### src/hdl/reflective_flow_table_with_aging_core_defines.svh
// ----------------------------------------------------------------------------
// reflective_flow_table_with_aging_core_defines
// assertion macros shared by the flow table modules
// ----------------------------------------------------------------------------
`ifndef REFLECTIVE_FLOW_TABLE_WITH_AGING_CORE_DEFINES_SVH
`define REFLECTIVE_FLOW_TABLE_WITH_AGING_CORE_DEFINES_SVH

// a condition must imply a consequence in the same cycle
`define RFT_ASSERT_IMP(lbl, clk_s, rst_s, cond, cons, msg) \
  lbl: assert property (@(posedge clk_s) disable iff (!rst_s) (cond) |-> (cons)) \
    else $error(msg);

// a condition must imply a consequence in the next cycle
`define RFT_ASSERT_NEXT(lbl, clk_s, rst_s, cond, cons, msg) \
  lbl: assert property (@(posedge clk_s) disable iff (!rst_s) (cond) |=> (cons)) \
    else $error(msg);

`endif

### src/hdl/rft_pkg.sv
// ----------------------------------------------------------------------------
// rft_pkg
// shared types, codes and defaults of the flow table
// ----------------------------------------------------------------------------
`default_nettype none
package rft_pkg;
  localparam int unsigned TableEntriesDef = 64;
  localparam int unsigned TimeBitsDef     = 32;
  localparam int unsigned TimeoutBits     = 31;
  localparam int unsigned IntervalBits    = 16;
  localparam int unsigned CountBits       = 7;
  localparam int unsigned QfiBits         = 6;
  localparam int unsigned KeyBits         = 104;
  localparam logic [TimeoutBits-1:0]  TimeoutReset  = 31'd1000;
  localparam logic [IntervalBits-1:0] IntervalReset = 16'd100;
  localparam logic [7:0] ProtoTcp = 8'd6;
  localparam logic [7:0] ProtoUdp = 8'd17;

  typedef enum logic [1:0] {
    OP_LEARN  = 2'd0,
    OP_LOOKUP = 2'd1,
    OP_TICK   = 2'd2,
    OP_NONE   = 2'd3
  } op_t;

  typedef enum logic [0:0] {
    REG_TIMEOUT  = 1'b0,
    REG_INTERVAL = 1'b1
  } reg_t;

  // controller to datapath
  typedef struct packed {
    logic load;       // capture input beat
    logic scan_start; // clear scan index and hit flags
    logic scan_step;  // examine next entry for match / free slot
    logic apply;      // learn/lookup decision and write
    logic sweep_start;
    logic sweep_step;
    logic tick;       // advance time and countdown
    logic out_load;
  } ctl_t;

  // datapath to controller
  typedef struct packed {
    logic scan_done;
    logic sweep_done;
    logic sweep_due;
  } sts_t;
endpackage
`default_nettype wire

### src/hdl/rft_ctrl.sv
// ----------------------------------------------------------------------------
// rft_ctrl
// sequencer: capture, tick, scan, apply, sweep, deliver
// ----------------------------------------------------------------------------
`default_nettype none
`include "reflective_flow_table_with_aging_core_defines.svh"
module rft_ctrl (
  input  wire logic          clk,
  input  wire logic          rst_n,
  input  wire logic          in_fire,
  input  wire logic [1:0]    op_i,
  input  wire logic          kv_i,
  input  wire logic          out_busy,
  input  wire logic          out_fire,
  input  wire rft_pkg::sts_t sts,
  output rft_pkg::ctl_t      ctl,
  output logic               in_ready,
  output logic               out_set
);
  typedef enum logic [6:0] {
    S_IDLE  = 7'b0000001,
    S_START = 7'b0000010,
    S_SCAN  = 7'b0000100,
    S_APPLY = 7'b0001000,
    S_SWST  = 7'b0010000,
    S_SWEEP = 7'b0100000,
    S_DONE  = 7'b1000000
  } state_t;

  state_t state_r, state_nxt;
  logic [1:0] op_r;
  logic       kv_r;

  always_ff @(posedge clk) begin
    if (in_fire) begin
      op_r <= op_i;
      kv_r <= kv_i;
    end
  end

  // next state and commands
  always_comb begin
    state_nxt = state_r;
    ctl       = '0;
    out_set   = 1'b0;
    in_ready  = (state_r == S_IDLE);
    case (state_r)
      S_IDLE: begin
        if (in_fire) begin
          ctl.load  = 1'b1;
          state_nxt = S_START;
        end
      end
      S_START: begin
        if (op_r == rft_pkg::OP_TICK) begin
          ctl.tick  = 1'b1;
          state_nxt = sts.sweep_due ? S_SWST : S_DONE;
        end else if (kv_r && (op_r == rft_pkg::OP_LEARN || op_r == rft_pkg::OP_LOOKUP)) begin
          ctl.scan_start = 1'b1;
          state_nxt      = S_SCAN;
        end else begin
          state_nxt = S_DONE;
        end
      end
      S_SCAN: begin
        ctl.scan_step = 1'b1;
        if (sts.scan_done) begin
          state_nxt = S_APPLY;
        end
      end
      S_APPLY: begin
        ctl.apply = 1'b1;
        state_nxt = (op_r == rft_pkg::OP_LEARN) ? S_SWST : S_DONE;
      end
      S_SWST: begin
        ctl.sweep_start = 1'b1;
        state_nxt       = S_SWEEP;
      end
      S_SWEEP: begin
        ctl.sweep_step = 1'b1;
        if (sts.sweep_done) begin
          state_nxt = S_DONE;
        end
      end
      S_DONE: begin
        if (!out_busy || out_fire) begin
          ctl.out_load = 1'b1;
          out_set      = 1'b1;
          state_nxt    = S_IDLE;
        end
      end
      default: state_nxt = S_IDLE;
    endcase
  end

  always_ff @(posedge clk) begin
    if (!rst_n) begin
      state_r <= S_IDLE;
    end else begin
      state_r <= state_nxt;
    end
  end

  `RFT_ASSERT_IMP(a_ready_idle, clk, rst_n, in_ready, state_r == S_IDLE, "ready outside idle")
  `RFT_ASSERT_NEXT(a_fire_start, clk, rst_n, in_fire, state_r == S_START, "accept did not start")
  `RFT_ASSERT_IMP(a_onehot, clk, rst_n, 1'b1, $onehot(state_r), "state not one-hot")
endmodule
`default_nettype wire

### config.mk
export PLATFORM = sky130hd
export DESIGN_NAME = rft_ctrl
export DESIGN_NICKNAME = d
export VERILOG_FILES = /design/src/hdl/rft_pkg.sv /design/src/hdl/rft_ctrl.sv
export VERILOG_INCLUDE_DIRS = /design/src /design/src/hdl
export SDC_FILE = /design/constraint.sdc
export NUM_CORES = 1
export LEC_CHECK = 0
export BUFFER_PORTS_ARGS = -buffer_cell sky130_fd_sc_hd__buf_2
export CAP_MARGIN = 20
export CORE_MARGIN = 1.5
export CORE_UTILIZATION = 35
export DETAILED_ROUTE_END_ITERATION = 8
export GPL_ROUTABILITY_DRIVEN = 0
export GPL_TIMING_DRIVEN = 0
export PLACE_DENSITY = 0.63
export SLEW_MARGIN = 40
export SYNTH_ARGS = -nofsm -noshare
export SYNTH_HDL_FRONTEND = slang
export SYNTH_SLANG_ARGS = --single-unit
export TNS_END_PERCENT = 10
### constraint.sdc
create_clock -name clk -period 2.2 [get_ports clk]
set_input_delay 0.55 -clock clk [delete_from_list [all_inputs] [get_ports clk]]
set_output_delay 0.55 -clock clk [all_outputs]
set_load 0.02 [all_outputs]
==> results.tsv <==
stage	metric	value	unit
timing	clock_skew	0.00707	ns
timing	relSlewSlack	0.742	
yosys	synth_area_leaders	dfxtp_1 19%, edfxtp_1 12%, nor3b_1 5.1%	
timing	rsz0062_at_grt	yes	
yosys	synth.most_common_cell	nor2_1	
setup_path	arrival	1.74	ns
timing	hold_violations	0	
drt	routed_wl	1.90	mm
yosys	syn_inst	85	
pwr	ir_drop	0.000411	V
finish	antenna_cells	0	
timing	period_share	1.04	
floorplan	die_w	48.7	microns
timing	min_period	2.29	ns
global_route	busiest_layer	met2	
yosys	synth_edf_count	3	
floorplan	num_io_pins	21	
clocking	h-tree-depth	1	
yosys	synth_common_cells	8 x nor2_1, 7 x dfxtp_1, 5 x inv_1, 5 x nand2_1, 5 x nor3b_1	
yosys	synth.ff_latch_count	10	
global_route	grtUsageTotal	0.163	
yosys	async_flop_share	0	
clocking	clk_latency	0.26	ns
global_route	gr-usage-met1	0.205	
drt	drt_iter0_drc	12	
status	status	finished with violations	
yosys	yosys.area.top_type_share	0.192	
yosys	syn_area	731	sq um
yosys	yosysTopAreaCell	dfxtp_1	
hold_path	hp-class	in -> reg	
finish	fin_nets	129	
global_route	grt_util_met2	0.272	
yosys	ys_types	36	
job	drv_cap	0	
global_route	grt_start_max_net_pins	11	
setup_path	cp-end-kind	primary output	
place	port_buffers	20	
status	violations	negative setup slack	
drt	ant_nets	0	
global_route	grt_pass1_vias	690	
pwr	totalPowerFinal	537	uW
drt	drc	0	
drt	first_pass_iters	4	
timing	slew_violations	0	
pwr	p_leak	0.000461	uW
timing	fin_ws	-0.0870	ns
finish	area_growth_syn_to_layout	44.7	%
floorplan	die_area	0.00237	sq mm
global_route	antenna_found_initial	0	
finish	drive_gt1_frac	0.436	
clocking	clockBufferDepth	2	
floorplan	start_util	0.372	
clocking	cts_made_buffers	3	
place	hpwl	1.29	mm
pwr	power.density	508	mW/mm^2
yosys	synth_flop_cell	dfxtp_1	
global_route	overflow	0	
setup_path	cp-start-kind	register	
global_route	grt_pass1_wl	3.05	mm
floorplan	core-area	0.00196	sq mm
floorplan	placementRows	16	
finish	multi_input_area	475	sq um
setup_path	worst-setup-path-type	reg -> out	
clocking	cts_sinks	10	
finish	register_area	233	sq um
drt	viasPerCell	5.28	
clocking	clk_pin_slew	0.07	ns
yosys	synth_nets	96	
global_route	grt_util_met3	0.0123	
drt	routedWlPerCell	13.2	microns
clocking	cts-root-buf	clkbuf_4	
timing	worst_pin_slew	0.382	ns
timing	finalSetupViolCount	3	
yosys	ys_warn_count	0	
yosys	ys_seq_area_frac	0.315	
timing	fmax	437	MHz
drt	vias	760	
setup_path	cp.required	1.65	ns
timing	whs	0.459	ns
clocking	cts_tree	done	
floorplan	die_h	48.7	microns
setup_path	cp_max_fo	3	
finish	num-fill-cells	201	
yosys	syn_area_per_cell	8.60	sq um
routing by layer:
| layer | vias up | part of all wire |
|---|---|---|
| li1 | 382 | - |
| met1 | 356 | 0.44 |
| met2 | 16 | 0.51 |
| met3 | 6 | 0.022 |
| met4 | 0 | 0.024 |
| met5 | - | 0 |
worst paths after layout:
path              start          to  slack (ns)  cells past startpoint
max          state_r[4]      ctl[6]       -0.09                      4
min             op_i[0]     op_r[0]        0.46                      1
max reg2reg  state_r[4]  state_r[2]        0.02                     12
min reg2reg     op_r[0]  state_r[4]        0.66                      1
cell families after synthesis:
kind of cell | count (synthesis) | share of synthesized area
xor+xnor | 1 | 0.0120
flops | 10 | 0.315
compound gates | 14 | 0.132
simple gates | 47 | 0.430
buf+inv | 13 | 0.111
critical path, cell delays in order (launching register included):
cell,delay [ns]
dfxtp_2,0.33
or4b_4,0.54
nand3b_4,0.21
nor3b_4,0.25
buf_6,0.15
power breakdown:
| group | internal, uW | total [uW] | switching (uW) | leakage [uW] |
|---|---|---|---|---|
| Sequential | 204 | 216 | 11.2 | 0.0000873 |
| Clock | 65.3 | 125 | 59.7 | 0.0000154 |
| Combinational | 92.7 | 196 | 104 | 0.000359 |
timing repair:
item	in CTS	in global routing
hold buffers	0	0
gates resized for setup	10	18
pin swaps	2	3
setup endpoints to repair	8	9
hold endpoints to repair	0	0
setup buffers	9	0
cell type report:
type	instances	share of cell area
multi-input combinational	62	0.450
sequential	10	0.220
timing repair buffer	29	0.194
buffer	7	0.0615
tap	27	0.0320
clock buffer	3	0.0213
inverter	5	0.0178
clock inverter	1	0.00355
through the flow:
step / utilization / std cells / instance area (sq um) / worst slack, ns / TNS [ns]
3_5_place_dp: 0.441 / 132 / 865 / 0.0626 / 0
3_3_place_gp: 0.441 / 132 / 865 / 0.0780 / 0
4_1_cts: 0.511 / 145 / 1000 / -0.0696 / -0.196
2_1_floorplan: - / 85 / 731 / 0.0366 / 0
6_report: 0.539 / 144 / 1060 / -0.0870 / -0.111
5_1_grt: 0.539 / 144 / 1060 / -0.135 / -0.376
layout by cell type, fill, tap and decap left out, types with 4 or more instances in the layout:
| cell type | n |
|---|---|
| buf_2 | 18 |
| buf_4 | 6 |
| buf_6 | 12 |
| dfxtp_1 | 5 |
| inv_1 | 5 |
| nand2_1 | 5 |
| nor2_1 | 8 |
| nor3b_1 | 4 |
registers in the layout, indices dropped and copies added, names as in the netlist:
name / count
state_r: 7
op_r: 2
kv_r: 1
Power figures use the tool's default switching activity.
